### src/hdl/htic_pkg.sv
`timescale 1ns / 1ps
package htic_pkg;

   localparam int PULSE_MIN_DEF = 1000;
   localparam int PULSE_MAX_DEF = 2000;
   localparam int TIME_MAX_DEF  = 86399;

   localparam int HOVER_COUNT   = 20;
   localparam int VOLT_COUNT    = 20;
   localparam int LOSS_COUNT    = 100;
   localparam int HOVER_ERR_MIN = 10;
   localparam int LOSS_ERR_MIN  = 25;
   localparam int CELL_LOW_MV   = 3500;
   localparam int LOSS_BACKDATE = 8;

   localparam int MATCH_W = 5;
   localparam int VOLT_W  = 5;
   localparam int LOSS_W  = 7;
   localparam int TIME_W  = 17;
   localparam int PULSE_W = 12;
   localparam int OUT_PULSE_W = 11;

   typedef enum logic [1:0] {
      REG_TARGET = 2'd0,
      REG_CELLS  = 2'd1,
      REG_KP     = 2'd2,
      REG_KI     = 2'd3
   } csr_index_type;

   typedef enum logic [1:0] {
      THR_START = 2'd0,
      THR_OFF   = 2'd1,
      THR_LAW   = 2'd2
   } thr_kind_type;

   typedef struct packed {
      logic                opcode;
      logic [15:0]         thrust_g;
      logic [15:0]         voltage_mv;
      logic [TIME_W-1:0]   time_s;
      logic                abort;
   } sample_type;

   typedef struct packed {
      thr_kind_type        kind;
      logic [15:0]         err;
      logic [31:0]         integral;
      logic                hovering;
      logic                low_battery;
      logic                finished;
      logic                set_hover;
      logic                clear_hover;
      logic [TIME_W-1:0]   safe_time_s;
      logic [TIME_W-1:0]   whole_time_s;
   } track_type;

endpackage

### src/hdl/htic_pi.sv
`timescale 1ns / 1ps
module htic_pi
   import htic_pkg::*;
#(
   parameter int PULSE_MIN = PULSE_MIN_DEF,
   parameter int PULSE_MAX = PULSE_MAX_DEF
) (
   input  logic               clock,
   input  logic               fire,
   input  logic [15:0]        err,
   input  logic [31:0]        integral,
   input  logic [15:0]        kp_q12,
   input  logic [15:0]        ki_q12,
   output logic [PULSE_W-1:0] pulse
);

   localparam int SPAN = PULSE_MAX - PULSE_MIN;

   logic signed [32:0] prod_kp_ff, prod_kp_in;
   logic signed [48:0] prod_ki_ff, prod_ki_in;
   logic signed [49:0] sum;
   logic signed [49:0] biased;
   logic signed [37:0] quot;

   always_comb begin
      prod_kp_in = 33'($signed({1'b0, kp_q12})) * 33'($signed(err));
      prod_ki_in = 49'($signed({1'b0, ki_q12})) * 49'($signed(integral));
   end

   always_ff @(posedge clock) begin
      if (fire) begin
         prod_kp_ff <= prod_kp_in;
         prod_ki_ff <= prod_ki_in;
      end
   end

   // truncate toward zero: bias negative sums before the arithmetic shift
   always_comb begin
      sum    = 50'(prod_kp_ff) + 50'(prod_ki_ff);
      biased = sum + (sum[49] ? 50'sd4095 : 50'sd0);
      quot   = 38'(biased >>> 12);
      if (quot < 38'sd0) begin
         pulse = PULSE_W'(PULSE_MIN);
      end else if (quot > 38'(SPAN)) begin
         pulse = PULSE_W'(PULSE_MAX);
      end else begin
         pulse = PULSE_W'(PULSE_MIN) + quot[PULSE_W-1:0];
      end
   end

endmodule

### config.mk
export PLATFORM = sky130hd
export DESIGN_NAME = htic_pi
export DESIGN_NICKNAME = d
export VERILOG_FILES = /design/src/hdl/htic_pkg.sv /design/src/hdl/htic_pi.sv
export SDC_FILE = /design/constraint.sdc
export NUM_CORES = 2
export LEC_CHECK = 0
export ABC_AREA = 1
export BUFFER_PORTS_ARGS = -buffer_cell sky130_fd_sc_hd__buf_2
export CAP_MARGIN = 10
export CORE_MARGIN = 2
export CORE_UTILIZATION = 59
export DETAILED_ROUTE_END_ITERATION = 7
export GPL_ROUTABILITY_DRIVEN = 0
export GPL_TIMING_DRIVEN = 1
export PLACE_DENSITY = 0.72
export SKIP_LAST_GASP = 1
export SLEW_MARGIN = 0
export SYNTH_ARGS = -nofsm -noshare
export SYNTH_HDL_FRONTEND = slang
export SYNTH_SLANG_ARGS = --single-unit
### constraint.sdc
create_clock -name clock -period 8.1 [get_ports clock]
set_input_delay 0.405 -clock clock [delete_from_list [all_inputs] [get_ports clock]]
set_output_delay 0.405 -clock clock [all_outputs]
set_load 0.02 [all_outputs]
After elaboration in Yosys (flattened, before gate mapping)
Cells that the tools add are included.
Word-level totals
  flip-flop bits (word level): 82
  output and inout port bits: 12
Operators by class
  add/subtract/negate cells: 3
  multiply operators: 2
  order comparisons: 2
  mux-type cells: 3
Operators with widths (count)
  $add A33 B49 Y50: 1
  $add A50 B13 Y50: 1
  $mul A17 B32 Y49: 1
  $gt A38 B11 Y1 const B: 1
  $lt A38 B1 Y1 const B: 1
  $mux W12: 3
  $mul A17 B16 Y33: 1
  $add A10 B12 Y12 const A: 1

Logic depth before layout (Yosys ltp)
  depth after elaboration: 6
  gate-level depth with buffers: 34
  mapped depth without buffers: 34

Worst setup path after synthesis
Ideal clock, no wire load.
  path kind: input -> register
  from: in integral[11]
  to: reg prod_ki_ff[42] (data pin)
  arrival time: 6.329 ns
  required time: 7.848 ns
  path slack: 1.519 ns
  cell stages on the path: 26
  buffers on the path: 2
  cells stage by stage: clkbuf_1 -> clkbuf_1 -> nand2_1 -> fa_1 -> inv_1 -> fa_1 -> fa_1 -> fa_1 -> inv_1 -> fa_1 -> inv_1 -> fa_1 -> ha_1 -> a21oi_1 -> a21boi_0 -> o21ai_1 -> a21boi_0 -> o21ai_1 -> a21oi_1 -> o21ai_0 -> a21boi_0 -> o21ai_0 -> nand2_1 -> nand2_1 -> nand2_1 -> nand2_1
Between the ends
  longest elaborated chain between the ends: 1
RTL lines
  start: declaration: RTL line htic_pi.sv:11  | input logic [31:0] integral,
  $mul A17 B32 Y49: RTL line htic_pi.sv:27  | prod_ki_in = 49'($signed({1'b0, ki_q12})) * 49'($signed(integral));
  named net prod_ki_in[42]: RTL line htic_pi.sv:20  | logic signed [48:0] prod_ki_ff, prod_ki_in;
  end signal: assignment: RTL line htic_pi.sv:33  | prod_ki_ff <= prod_ki_in;
  end: declaration: RTL line htic_pi.sv:20
The timed path passes the listed nets, and every way through them passes these cells.
A chain may end at the register's enable or synchronous reset.

Worst setup path after layout
  from: in ki_q12[2]
  to: reg prod_ki_ff[44] (data pin)
Between the ends
  longest elaborated chain between the ends: 1
RTL lines
  start: declaration: RTL line htic_pi.sv:13  | input logic [15:0] ki_q12,
  $mul A17 B32 Y49: RTL line htic_pi.sv:27
  named net prod_ki_in[44]: RTL line htic_pi.sv:20
The timed path passes the listed nets, and every way through them passes these cells.

==> results.md <==
* Top cell type's share of synthesized area at 0.384
* Post-synth EDFFs at 82
* Critical path peak fanout at 19
* Synth Cell Area at 35,600 µm²
* Commonest non-fill, non-tap cell in the layout: inv_1
* Mapped Nets at 5,830
* Syn Area/Cell at 7.46 µm²
* Clk sinks at 82
* Status: finished, final reports clean
* Global route overflow at 0
* RSZ-0062 raised after global routing: no
* Nets@finish at between 5,000 and 6,000
* Setup TNS Final at 0 ns
* Multi-input gate area at 27,400 µm²
* GR Util met2 at 0.522
* Max stage delay on crit path at around 0.57 ns
* Clock transition at path regs at 0.07 ns
* Root buf cell: clkbuf_16
* Vias in the first global route at 30,000
* Detailed Route WL at slightly above 90,000 µm
* H-tree levels at 3
* IO buf count at 92
* Core Region at 60,000 µm²
* CP Data Arrival Time at 6.78 ns
* Cells after DPL at 5,493
* First-pass GRT wire length at 151,000 µm
* CP max stage cell: fa_1
* # fillers at approximately 5,500
* Setup bufs post-CTS at 0
* Yosys warnings at 0
* Most frequent cells in the layout: inv_1, nand2_1, fa_1
* Max Slew Vio Count at 0
* GR Util met1 at 0.395
* Post-DP HPWL at about 77,000 µm
* CP Launch Type: input pin
* CP top delay family: adder cells
* Async SR Flop Fraction at 0
* Top cell by count, worst path: fa_1
* Hold Crit Endpoint: prod_kp_ff[1]
* CTS buffer count at 9
* Post-synthesis cell count at between 4,000 and 5,000
* # rows at 90
* Final WS setup at 1.43 ns
* Final setup vio count at 0
* Die area at a little over 60,000 µm²
* Post-synthesis sequential area ratio at 0.0691
* Initial Util at 0.593
* Ys flop type: edfxtp_1
* GRT busiest layer: met2
* FMAX at 150 MHz
* Slew @ Worst Pin at 0.776 ns
* Worst hold start: fire
* Final period util at 0.824
* Reg area at 2460 µm²
* Hold Path Cell Cnt at 1
* Die width at 250 µm
* Fin. Hold Viols at 0
* Max Root-Sink Buffers at 2
* Ratio of cells with drive above 1 in the final layout at 0.0442
* Layout area overhead at 3.45%
* Via density at 5.28
* Yosys reg bits at between 80 and 90
* IO Pins at 94
* Initial antenna violation count at 1
* Die H at roughly 250 µm
* Hold Buf Count CTS at 0
* Pre-CTS setup slack at 1.07 ns
* Required @ worst endpoint at 8.21 ns
* Yosys top cell by area: fa_1
* Max-slew headroom at 0.482
* Number of remaining DRC errors at 0
* Drt initial violations at approximately 2,000
* Crit end category: flop
* DR WL/cell at 16.5 µm
* Via count at 29,100
* Tmin final at 6.67 ns
* Largest net degree at the start of global routing at a little over 60
* Cell Count, Final, Fillers Out at 5,510
* Library cells used by synthesis at 53
* TritonCTS clock tree: yes
* Hold WS at 0.486 ns
* GRT Overall Usage at 0.303
* Crit Path Category: in -> reg
* Worst path buffer plus inverter count at 4
* Post-DRT Antenna Nets at 0
* MaxCap Viol Count at 0
* # resized after CTS at 0
* Top post-synthesis cells by area: fa_1, inv_1, nand2_1
* Worst min path class: in -> reg
* Grt met3 use at 0.0337
* Iteration count of the initial detailed-routing pass at 6
-- registers in the layout, indices dropped and copies added (netlist names) --
register / count
prod_ki_ff: 49
prod_kp_ff: 33
-- cells in the mapped netlist (all sizes together) (2+ instances only) --
cell    instances
a31oi          24
nand4          40
nand2        1256
fa            684
o21a            7
xor2           77
nor4            4
a21o            7
buf             2
a21oi         149
ha            293
nand3         149
a211oi          2
nor3           27
or2            10
o21bai         23
a21boi         11
o21ai          84
clkbuf        165
inv          1370
nor2          246
nand3b          6
o221ai          2
edfxtp         82
xnor2          41
-- through the flow --
| stage | utilization | area (µm²) |
|---|---|---|
| final | 0.614 | 36800 |
| after global routing | 0.614 | 36800 |
| after detailed placement | 0.609 | 36500 |
| after global placement | 0.609 | 36500 |
| after floorplan | - | 35600 |
| after CTS | 0.614 | 36800 |
-- layout make-up --
| class | count | share of cell area |
|---|---|---|
| clock inverter | 6 | 0.00207 |
| timing repair buffer | 107 | 0.0156 |
| antenna | 1 | 0.0000679 |
| clock buffer | 10 | 0.00621 |
| sequential | 82 | 0.0668 |
| multi-input combinational | 3151 | 0.743 |
| tap | 782 | 0.0266 |
| inverter | 1371 | 0.140 |
-- kinds of logic after synthesis --
logic type,after synthesis,synth area share
compound gates,314,0.0497
fa+ha+maj,977,0.487
flops,82,0.0691
simple gates,1741,0.202
other cells,1,0.000105
xor+xnor,118,0.0297
buf+inv,1538,0.162
-- worst max-delay path by stage --
stage | from | endpoint | slack, ns | depth (start not counted)
after floorplan | integral[11] | prod_ki_ff[42] | 1.52 | 26
after global routing | ki_q12[2] | prod_ki_ff[43] | 1.02 | 26
after detailed placement | ki_q12[2] | prod_ki_ff[44] | 1.07 | 25
after global placement | ki_q12[2] | prod_ki_ff[44] | 1.18 | 25
after CTS | ki_q12[2] | prod_ki_ff[44] | 1.44 | 25
final | ki_q12[2] | prod_ki_ff[44] | 1.43 | 25
-- per-layer routing --
layer / routed length [µm] / vias up
met3: 5440 / 223
li1: - / 13700
met1: 37400 / 14100
met2: 44200 / 1006
met5: 16 / -
met4: 3730 / 2
Power is not shown: default switching activity piles up to over one toggle a cycle in this logic, so the estimate is an artifact.
