File: config.mk
export PLATFORM = sky130hd
export DESIGN_NAME = htic_track
export DESIGN_NICKNAME = d
export VERILOG_FILES = /design/src/hdl/htic_pkg.sv /design/src/hdl/htic_track.sv
export SDC_FILE = /design/constraint.sdc
export NUM_CORES = 1
export LEC_CHECK = 0
export ABC_AREA = 1
export BUFFER_PORTS_ARGS = -buffer_cell sky130_fd_sc_hd__buf_2
export CAP_MARGIN = 25
export CORE_MARGIN = 10
export CORE_UTILIZATION = 40
export DETAILED_ROUTE_END_ITERATION = 6
export PLACE_DENSITY_LB_ADDON = 0.3
export SYNTH_ARGS = -nofsm -noshare
export SYNTH_HDL_FRONTEND = slang
export SYNTH_SLANG_ARGS = --single-unit
File: constraint.sdc
create_clock -name clock -period 23.8 [get_ports clock]
set_input_delay 4.76 -clock clock [delete_from_list [all_inputs] [get_ports clock]]
set_output_delay 4.76 -clock clock [all_outputs]
set_load 0.005 [all_outputs]
File: src/hdl/htic_pkg.sv
`timescale 1ns / 1ps
package htic_pkg;

   localparam int PULSE_MIN_DEF = 1000;
   localparam int PULSE_MAX_DEF = 2000;
   localparam int TIME_MAX_DEF  = 86399;

   localparam int HOVER_COUNT   = 20;
   localparam int VOLT_COUNT    = 20;
   localparam int LOSS_COUNT    = 100;
   localparam int HOVER_ERR_MIN = 10;
   localparam int LOSS_ERR_MIN  = 25;
   localparam int CELL_LOW_MV   = 3500;
   localparam int LOSS_BACKDATE = 8;

   localparam int MATCH_W = 5;
   localparam int VOLT_W  = 5;
   localparam int LOSS_W  = 7;
   localparam int TIME_W  = 17;
   localparam int PULSE_W = 12;
   localparam int OUT_PULSE_W = 11;

   typedef enum logic [1:0] {
      REG_TARGET = 2'd0,
      REG_CELLS  = 2'd1,
      REG_KP     = 2'd2,
      REG_KI     = 2'd3
   } csr_index_type;

   typedef enum logic [1:0] {
      THR_START = 2'd0,
      THR_OFF   = 2'd1,
      THR_LAW   = 2'd2
   } thr_kind_type;

   typedef struct packed {
      logic                opcode;
      logic [15:0]         thrust_g;
      logic [15:0]         voltage_mv;
      logic [TIME_W-1:0]   time_s;
      logic                abort;
   } sample_type;

   typedef struct packed {
      thr_kind_type        kind;
      logic [15:0]         err;
      logic [31:0]         integral;
      logic                hovering;
      logic                low_battery;
      logic                finished;
      logic                set_hover;
      logic                clear_hover;
      logic [TIME_W-1:0]   safe_time_s;
      logic [TIME_W-1:0]   whole_time_s;
   } track_type;

endpackage

File: src/hdl/htic_track.sv
`timescale 1ns / 1ps
module htic_track
   import htic_pkg::*;
#(
   parameter int TIME_MAX = TIME_MAX_DEF
) (
   input  logic        clock,
   input  logic        reset,
   input  logic        fire,
   input  sample_type  smp,
   input  logic [14:0] target_weight_g,
   input  logic [3:0]  cell_count,
   output track_type   trk
);

   logic signed [31:0]  integral_ff, integral_in;
   logic                hover_ff, hover_in;
   logic                low_ff, low_in;
   logic                done_ff, done_in;
   logic                loss_seen_ff, loss_seen_in;
   logic [MATCH_W-1:0]  match_ff, match_in;
   logic [VOLT_W-1:0]   volt_cnt_ff, volt_cnt_in;
   logic [LOSS_W-1:0]   loss_cnt_ff, loss_cnt_in;
   logic [TIME_W-1:0]   start_time_ff, start_time_in;
   logic [TIME_W-1:0]   low_time_ff, low_time_in;
   logic [TIME_W-1:0]   loss_time_ff, loss_time_in;

   logic [TIME_W-1:0]   now;
   logic [TIME_W-1:0]   backdated;
   logic signed [17:0]  err_wide;
   logic signed [15:0]  err_sat;
   logic signed [32:0]  isum;
   logic signed [31:0]  isum_sat;
   logic [16:0]         mag;
   logic [20:0]         mag_x20;
   logic [20:0]         mag_x10;
   logic [16:0]         volt_limit;
   logic                hover_match;
   logic                loss_hit;
   logic                volt_low;

   function automatic logic [TIME_W-1:0] elapsed(input logic [TIME_W-1:0] e,
                                                input logic [TIME_W-1:0] s);
      logic [TIME_W:0] d;
      if (e > s) begin
         d = {1'b0, e} - {1'b0, s};
      end else begin
         d = {1'b0, e} + (TIME_W+1)'(TIME_MAX) - {1'b0, s};
      end
      return d[TIME_W-1:0];
   endfunction

   always_comb begin
      now = (smp.time_s > TIME_W'(TIME_MAX)) ? TIME_W'(TIME_MAX) : smp.time_s;
      if (now >= TIME_W'(LOSS_BACKDATE)) begin
         backdated = now - TIME_W'(LOSS_BACKDATE);
      end else begin
         backdated = TIME_W'({1'b0, now} + (TIME_W+1)'(TIME_MAX + 1 - LOSS_BACKDATE));
      end

      err_wide = $signed({3'b000, target_weight_g})
                 - $signed({{2{smp.thrust_g[15]}}, smp.thrust_g});
      if (err_wide > 18'sd32767) begin
         err_sat = 16'sh7FFF;
      end else if (err_wide < -18'sd32768) begin
         err_sat = -16'sd32768;
      end else begin
         err_sat = err_wide[15:0];
      end

      isum = {integral_ff[31], integral_ff} + 33'(err_sat);
      if (isum[32] != isum[31]) begin
         isum_sat = isum[32] ? 32'sh8000_0000 : 32'sh7FFF_FFFF;
      end else begin
         isum_sat = isum[31:0];
      end

      mag = err_sat[15] ? (17'd0 - {err_sat[15], err_sat}) : {1'b0, err_sat};
      mag_x20 = {4'b0000, mag} * 21'd20;
      mag_x10 = {4'b0000, mag} * 21'd10;
      volt_limit = 17'(CELL_LOW_MV) * {13'd0, cell_count};

      hover_match = (mag <= 17'(HOVER_ERR_MIN)) || (mag_x20 <= {6'd0, target_weight_g});
      loss_hit    = (mag > 17'(LOSS_ERR_MIN)) && (mag_x10 > {6'd0, target_weight_g});
      volt_low    = {1'b0, smp.voltage_mv} <= volt_limit;

      integral_in   = integral_ff;
      hover_in      = hover_ff;
      low_in        = low_ff;
      done_in       = done_ff;
      loss_seen_in  = loss_seen_ff;
      match_in      = match_ff;
      volt_cnt_in   = volt_cnt_ff;
      loss_cnt_in   = loss_cnt_ff;
      start_time_in = start_time_ff;
      low_time_in   = low_time_ff;
      loss_time_in  = loss_time_ff;

      trk.kind        = THR_OFF;
      trk.set_hover   = 1'b0;
      trk.clear_hover = 1'b0;

      if (!smp.opcode) begin
         integral_in   = '0;
         hover_in      = 1'b0;
         low_in        = 1'b0;
         done_in       = 1'b0;
         loss_seen_in  = 1'b0;
         match_in      = '0;
         volt_cnt_in   = '0;
         loss_cnt_in   = '0;
         start_time_in = '0;
         low_time_in   = '0;
         loss_time_in  = '0;
         trk.kind        = THR_START;
         trk.clear_hover = 1'b1;
      end else if (done_ff) begin
         trk.kind = THR_OFF;
      end else if (smp.abort) begin
         done_in  = 1'b1;
         trk.kind = THR_OFF;
      end else begin
         integral_in = isum_sat;
         trk.kind    = THR_LAW;
         if (!hover_ff) begin
            if (hover_match) begin
               if (match_ff == MATCH_W'(HOVER_COUNT - 1)) begin
                  match_in      = '0;
                  start_time_in = now;
                  hover_in      = 1'b1;
                  trk.set_hover = 1'b1;
               end else begin
                  match_in = match_ff + 1'b1;
               end
            end else begin
               match_in = '0;
            end
         end else begin
            if (!low_ff) begin
               if (volt_low) begin
                  if (volt_cnt_ff == VOLT_W'(VOLT_COUNT - 1)) begin
                     volt_cnt_in = '0;
                     low_time_in = now;
                     low_in      = 1'b1;
                  end else begin
                     volt_cnt_in = volt_cnt_ff + 1'b1;
                  end
               end else begin
                  volt_cnt_in = '0;
               end
            end
            if (loss_hit) begin
               if (loss_cnt_ff == LOSS_W'(LOSS_COUNT - 1)) begin
                  loss_cnt_in  = '0;
                  loss_time_in = backdated;
                  loss_seen_in = 1'b1;
                  done_in      = 1'b1;
                  trk.kind     = THR_OFF;
               end else begin
                  loss_cnt_in = loss_cnt_ff + 1'b1;
               end
            end else begin
               loss_cnt_in = '0;
            end
         end
      end

      trk.err          = err_sat;
      trk.integral     = isum_sat;
      trk.hovering     = hover_in;
      trk.low_battery  = low_in;
      trk.finished     = done_in;
      trk.safe_time_s  = low_in ? elapsed(low_time_in, start_time_in) : '0;
      trk.whole_time_s = loss_seen_in ? elapsed(loss_time_in, start_time_in) : '0;
   end

   always_ff @(posedge clock) begin
      if (reset) begin
         integral_ff   <= '0;
         hover_ff      <= 1'b0;
         low_ff        <= 1'b0;
         done_ff       <= 1'b0;
         loss_seen_ff  <= 1'b0;
         match_ff      <= '0;
         volt_cnt_ff   <= '0;
         loss_cnt_ff   <= '0;
         start_time_ff <= '0;
         low_time_ff   <= '0;
         loss_time_ff  <= '0;
      end else if (fire) begin
         integral_ff   <= integral_in;
         hover_ff      <= hover_in;
         low_ff        <= low_in;
         done_ff       <= done_in;
         loss_seen_ff  <= loss_seen_in;
         match_ff      <= match_in;
         volt_cnt_ff   <= volt_cnt_in;
         loss_cnt_ff   <= loss_cnt_in;
         start_time_ff <= start_time_in;
         low_time_ff   <= low_time_in;
         loss_time_ff  <= loss_time_in;
      end
   end

endmodule

**After elaboration in Yosys (flattened, before gate mapping)**

Cells that the tools add are included.

- Add/sub/neg operators: 14
- Multiply operators: 3
- Order comparisons: 11
- Eq/ne operators: 9
- Multiplexer cells: 88
- Reductions and logical operators: 6

Operators by type and width:

| operator | number |
|---|---|
| two-way mux 17 bit | 26 |
| two-way mux 32 bit | 5 |
| subtractor 17 bit | 4 |
| two-way mux 5 bit | 13 |
| adder 17 bit (second input constant) | 3 |
| two-way mux 7 bit | 6 |
| greater-than comparator 17 bit | 2 |
| adder 32 x 16 -> 33 bit | 1 |
| two-way mux 16 bit | 2 |
| two-way mux 1 bit | 30 |
| greater-than comparator 21 x 15 -> 1 bit | 1 |
| <= comparator 21 x 15 -> 1 bit | 1 |
| multiplier 17 x 3 -> 20 bit (second input constant) | 1 |
| multiplier 17 x 3 -> 19 bit (second input constant) | 1 |
| greater-or-equal comparator 17 x 4 -> 1 bit (second input constant) | 1 |
| greater-than comparator 17 x 16 -> 1 bit (second input constant) | 1 |
| greater-than comparator 17 bit (second input constant) | 1 |
| greater-than comparator 17 x 5 -> 1 bit (second input constant) | 1 |
| <= comparator 17 x 4 -> 1 bit (second input constant) | 1 |
| < comparator 17 x 16 -> 1 bit (second input constant) | 1 |
| subtractor 1 x 16 -> 17 bit (first input constant) | 1 |
| subtractor 16 x 16 -> 17 bit | 1 |
| subtractor 17 x 4 -> 17 bit (second input constant) | 1 |
| <= comparator 16 bit | 1 |
| 14 further kinds | 25 |

- Flip-flop bits (word level): 104
- Input bits: 73
- Output and inout port bits: 89
- Logic and storage cells: 142

**Depth between registers and ports, before layout**

Gate-level depths: netlist (run 1).

- Word-level depth: 18
- Depth in mapped cells: 74
- Mapped depth without buffers: 71

**Worst setup path after synthesis (run 1)**

OpenSTA, ideal clock, no wires.

- Kind: input to output
- Start: in target_weight_g[0]
- End: out trk[15] in the netlist's numbering
- Arrival time: 13.177 ns
- Data required time: 19.040 ns
- Slack: 5.863 ns
- Stages: 64
- Path buffers: 3
- Cell sequence: inv_1 ha_1 fa_1 nand3b_1 nand2_1 nand2_1 nand2_2 nand2_1 nand3_2 nand3_4 buf_6 buf_6 nand2_1 inv_1 ha_1 or2_2 o21ai_0 inv_1 [... 28 more ...] nand3_1 nand2_1 a31o_2 a21oi_1 o21bai_1 nand2_1 o21bai_1 nand3_1 nand2_1 nand3_1 nand2_1 nand3_1 nand2_1 nand2_1 inv_1 clkbuf_1 o21ai_0 nor2_2

RTL lines:

| item | line | source |
|---|---|---|
| start, declared | htic_track.sv:11 | `input logic [14:0] target_weight_g,` |
| end, declared | htic_track.sv:13 | `output track_type trk` |

==> results of run 1 <==
==> cell usage in the layout (no fill, tap or decap), types with 8 or more instances in the layout <==
cell type / instances
o21ai_0: 133
xor2_1: 77
o211ai_1: 15
nor2_1: 185
a21oi_1: 226
xnor2_1: 41
nor3_1: 23
nand2_1: 570
a211oi_1: 18
nand2_2: 16
inv_1: 364
nand3b_1: 12
o21bai_1: 20
clkbuf_16: 9
nand4_1: 34
nand3_2: 10
or2_2: 15
buf_2: 161
nand3_1: 122
inv_2: 11
ha_1: 205
nor2_2: 17
dfxtp_1: 104
a21o_1: 8
fa_1: 31
nor4_1: 12
==> stage by stage <==
stage,worst slack [ns],instance area (sq um),utilization [%],power (mW),std cells
after CTS,3.82,16700,44.4,0.931,3030
after global placement,4.12,16400,43.6,0.772,3014
final,3.73,16700,44.4,0.932,3031
after global routing,2.81,16700,44.4,1.02,3031
after floorplan,5.86,15200,-,0.621,2401
after detailed placement,3.86,16400,43.6,0.780,3015
==> how the worst max path moves through the flow <==
stage	endpoint	slack [ns]	cells after the start
after CTS	trk[18]	3.82	63
after floorplan	trk[15]	5.86	64
final	trk[18]	3.73	63
after detailed placement	trk[18]	3.86	63
after global placement	trk[20]	4.12	63
after global routing	trk[26]	2.81	63
==> state kept, by name, summed over array words and instances (netlist names) <==
| signal | flops |
|---|---|
| done_ff | 1 |
| low_ff | 1 |
| volt_cnt_ff | 5 |
| integral_ff | 32 |
| match_ff | 5 |
| hover_ff | 1 |
| loss_cnt_ff | 7 |
| start_time_ff | 17 |
| loss_seen_ff | 1 |
| low_time_ff | 17 |
| loss_time_ff | 17 |
==> power breakdown <==
part / leakage (nW) / total, mW / internal (mW) / switching, mW
Combinational: 7.90 / 0.597 / 0.219 / 0.379
Sequential: 0.850 / 0.186 / 0.182 / 0.00441
Clock: 0.128 / 0.149 / 0.0723 / 0.0766
Total: 8.88 / 0.932 / 0.473 / 0.460
==> per-layer routing <==
layer | vias to the layer above | routed length (um) | track usage (%)
met5 | - | 0 | 0
met4 | 0 | 940 | 4.85
met3 | 52 | 2640 | 2.88
met2 | 440 | 21800 | 32.6
met1 | 7322 | 23100 | 27.5
li1 | 8058 | - | -
==> kinds of logic (layout without fill, tap and decap cells) <==
logic type,Yosys count,count (layout),synth area share [%]
compound gates,464,464,17.2
simple gates,1032,1032,29.7
xor+xnor,119,119,6.91
buf+inv,445,564,11.5
fa+ha+maj,236,236,21.0
flops,104,104,13.7
other cells,1,1,0.0247
==> layout make-up <==
class                           count  area, sq um  area share [%]
Inverter                          379         1430            8.55
Sequential cell                   104         2080            12.5
Clock inverter                      6         53.8           0.322
Clock buffer                        9          225            1.35
Multi-Input combinational cell   1852        11400            68.0
Tap cell                          511          639            3.83
Timing Repair Buffer              170          913            5.47
==> worst min-delay path, cell delays in order, from the launching register on <==
cell     delay [ns]
dfxtp_1        0.31
nand2_1        0.06
a21oi_1        0.05
==> run metrics, run 1 <==
CTS tree=done; Antenna diodes=0; cell taking the most area after synthesis=ha_1; critical path class=input port to primary output; Clock Tree Buf Depth=2; drt via density=5.24; WHS Endpoint=low_time_ff[9]; FF-to-FF setup slack=20.26 ns; CTS H-tree depth=3; main flop type after synthesis=dfxtp_1; Area Overhead vs Synth=9.97%; leak pwr=8.88 nW; CP startpoint kind=input port; CP arrival=15.31 ns; period utilization=84.3%; fillers=4059; cts hold-fix bufs=0; YS warnings=0; number of flops mapped to enable cells by yosys=0; Antenna Nets Post-Route=0; Routed WL per cell=16.0 um; initial antenna violation count=0; count leader, synth=nand2_1; worst-margin pin slew=0.913 ns; post-synthesis cell area=15200 sq um; hold_sp=low_time_ff[9]; max frequency=49.8 MHz; GRT Resource Usage Total=20.1%; fraction of registers with async set/reset=0%; DRC violations left=0; area share of the largest cell type after synthesis=16.9%; Rel. slew slack=39.1%; synthesized instance count=2401; outcome=completed; slowest stage cell on the critical path=or4_1; reg-to-reg endpoint=integral_ff[8]; CTS Buf Count=9; endpoints failing setup=0; IO Count=162; CORE AREA=37600 sq um; initial drt markers=1196; Worst VDD drop=0.0346 mV; # rows=71; DIE HEIGHT=215 um; initial core utilization=40.4%; Syn Nets=2710; Buf+Inv Stages, Crit Path=10; Post-DP HPWL=39700 um; min-delay worst type=register to register; Post-Route WL=48500 um; Worst-Skew Late Latency=0.37 ns; top post-synthesis cells by area=ha_1 17%, nand2_1 14%, dfxtp_1 14%, inv_1 9.0%, a21oi_1 7.4%; Crit path largest cell delay=0.53 ns; GP Congestion=0.975; sequential share of the synthesized area=13.7%; vias in the first global route=14948; Final Hold Viols=0; largest net degree at the start of global routing=101; Clock Skew=0.0219 ns; Reg clk slew, reported paths=0.07 ns; Reg2Reg Depth=13; grt ovf=0; WHS Path Cells=2; CTS root buffer=clkbuf_16; MaxCap Viol Count=0; worst path required time=19.04 ns; NumNets Final=2825; fraction of layout cells with a size suffix above 1=11.0%; fin crit period=20.07 ns; port buffer count=161; #FFs+latches synth=104; count of distinct cell types in the synthesized netlist=60; die area=46200 sq um; FF-to-FF Start=integral_ff[16]; Via Count=15872; post_cts resized=0; CP top delay family=simple AND/OR/NAND/NOR gates; Final Slew Violations=0; first-pass GRT wire length=77900 um; first-pass detailed-route iteration total=5; clock sink total=104; RSZ-0062 raised after global routing=false; hold slack=0.466 ns; CP max FO=24; Post-CTS Setup Inserts=0; Worst Setup End Kind=primary output; Final TNS setup=0 ns; P per Cell Area=55.8 nW/um^2; Die Wd=215 um; Post-synth top cells=570 x nand2_1, 364 x inv_1, 226 x a21oi_1, 205 x ha_1, 185 x nor2_1; CP most frequent cell=nand2_1; Post-Syn Area per Cell=6.33 sq um; Critical Path Source=target_weight_g[0]
Power figures use the tool's default switching activity.
==> run 2, diff against run 1 <==
Clock period 23.8 ns to 20.6 ns, I/O delays scaled along.
==> run 2 against run 1 <==
Compared with the run above: sequential power is 16% higher; utilization is 0.12 points higher; via count is 0.62% higher; highest routed layer unchanged; critical path type unchanged.
==> run metrics, run 2 (synthesis gave the netlist of run 1 again) <==
metal2 WL=22200 um (+2.1%); MaxCap Viol Count=0 (unchanged); Post-CTS Setup Inserts=0 (unchanged); Register Area=2080 sq um (unchanged); Post-Route WL=48700 um (+0.47%); clock sink total=104 (unchanged); P per Cell Area=65.6 nW/um^2 (+17%); Routed WL per cell=16.1 um (+0.44%); drt via density=5.27 (+0.58%); Clock Skew=0.0171 ns (-0.00479 ns); DR WL met3=2380 um (-10%); CORE AREA=37600 sq um (unchanged); Antenna diodes=0 (unchanged); Final Slew Violations=0 (unchanged); wl on met1=23500 um (+2.0%); largest register by flop count=integral_ff; initial antenna violation count=0 (unchanged); initial core utilization=40.4% (unchanged); Final TNS setup=0 ns (unchanged); CP max FO=24 (unchanged); Die Wd=215 um (unchanged); commonest non-fill, non-tap cell in the layout=nand2_1; number of flip-flops in the largest register=32 (unchanged); Reg clk slew, reported paths=0.07 ns (about the same); CTS root buffer=clkbuf_16; first-pass GRT wire length=78600 um (+0.88%); worst path required time=16.48 ns (-2.56 ns); initial drt markers=1261 (+5.4%); CTS tree=done; first-pass detailed-route iteration total=6 (+1); hold slack=0.472 ns (+0.00561 ns); critical path class=input port to primary output; CTS H-tree depth=3 (unchanged); Rel. slew slack=40.5% (+1.4 points); outcome=completed; fillers=4005 (-1.3%); multi-input logic area=11400 sq um (unchanged); CP arrival=14.72 ns (-0.59 ns); period utilization=91.4%; Worst Setup End Kind=primary output; CTS Buf Count=9 (unchanged); DRC violations left=0 (unchanged); Worst VDD drop=0.0542 mV (+57%); most frequent cells in the layout=570 x nand2_1, 364 x inv_1, 226 x a21oi_1; Final Instance Area=16700 sq um (+0.28%); min-delay worst type=register to register; RSZ-0062 raised after global routing=false; IO Count=162 (unchanged); GRT Resource Usage Total=20.2% (+0.096 points); GP Congestion=0.968 (-0.76%); Crit path largest cell delay=0.52 ns (about the same); Area Overhead vs Synth=10.3%; Reg2Reg Depth=13 (unchanged); leak pwr=8.91 nW (+0.34%); worst-margin pin slew=0.892 ns (-0.0214 ns); grt ovf=0 (unchanged); slowest stage cell on the critical path=or4_1; Final Hold Viols=0 (unchanged); post_cts resized=0 (unchanged); NumNets Final=2825 (unchanged); uppermost routed layer=met4; max frequency=53.1 MHz; Post-DP HPWL=39900 um (+0.49%); CP startpoint kind=input port; Clock Tree Buf Depth=2 (unchanged); DIE HEIGHT=215 um (unchanged); cts hold-fix bufs=0 (unchanged); fraction of layout cells with a size suffix above 1=11.1% (+0.035 points); Via Count=15970 (+0.62%); fin crit period=18.84 ns; die area=46200 sq um (unchanged); CP most frequent cell=nand2_1; Worst-Skew Late Latency=0.37 ns (about the same); Post-DP Area=16400 sq um (-0.17%); largest net degree at the start of global routing=101 (unchanged); port buffer count=161 (unchanged); Antenna Nets Post-Route=0 (unchanged); vias in the first global route=15013 (+0.43%); endpoints failing setup=0 (unchanged); WHS Path Cells=2 (unchanged); # rows=71 (unchanged)
run 2: cell count changes in the layout (fill, tap and decap cells not counted), sizes merged:
cell	delta
inv	+1
clkinvlp	-3
clkinv	+2
bufinv	+1
run 2: path summary, 6_finish.rpt:
check                           from              end  slack (ns)
setup reg to reg     integral_ff[22]  integral_ff[14]       16.97
hold / removal       integral_ff[19]  integral_ff[19]        0.47
setup / recovery  target_weight_g[0]          trk[20]        1.76
hold reg to reg      integral_ff[19]  integral_ff[19]        0.47
run 2: area by class of cell:
| type | count | area share, % |
|---|---|---|
| clock buffers | 9 | 1.34 |
| well taps | 511 | 3.82 |
| clock inverters | 7 | 0.598 |
| flip-flops and latches | 104 | 12.4 |
| inverters | 379 | 8.52 |
| repair buffers | 170 | 5.45 |
| multi-input cells | 1852 | 67.8 |
run 2: critical path, delay by kind of cell:
kind / cells / cell delay [ns]
buf+inv: 9 / 1.51
fa+ha+maj: 7 / 1.93
compound gates: 10 / 1.79
xor+xnor: 1 / 0.17
simple gates: 35 / 5.17
run 2: power breakdown:
group	internal, mW	switching (mW)	leakage (nW)
logic	0.253	0.439	7.90
registers	0.210	0.00517	0.850
clock network	0.0986	0.0926	0.158
total	0.562	0.537	8.91
run 2: metrics by stage:
step / setup WS [ns] / power (mW) / util [%] / cells
2_1_floorplan: 3.94 / 0.718 / - / 2401
3_3_place_gp: 2.10 / 0.892 / 43.6 / 3014
3_5_place_dp: 1.90 / 0.902 / 43.6 / 3014
4_1_cts: 1.86 / 1.10 / 44.4 / 3030
5_1_grt: 0.687 / 1.20 / 44.6 / 3032
6_report: 1.76 / 1.10 / 44.6 / 3032
run 2: metal layers:
metal,vias up,track usage [%]
met5,-,0
met1,7479,28.1
met4,0,3.07
met3,36,2.44
li1,8047,-
met2,408,33.3
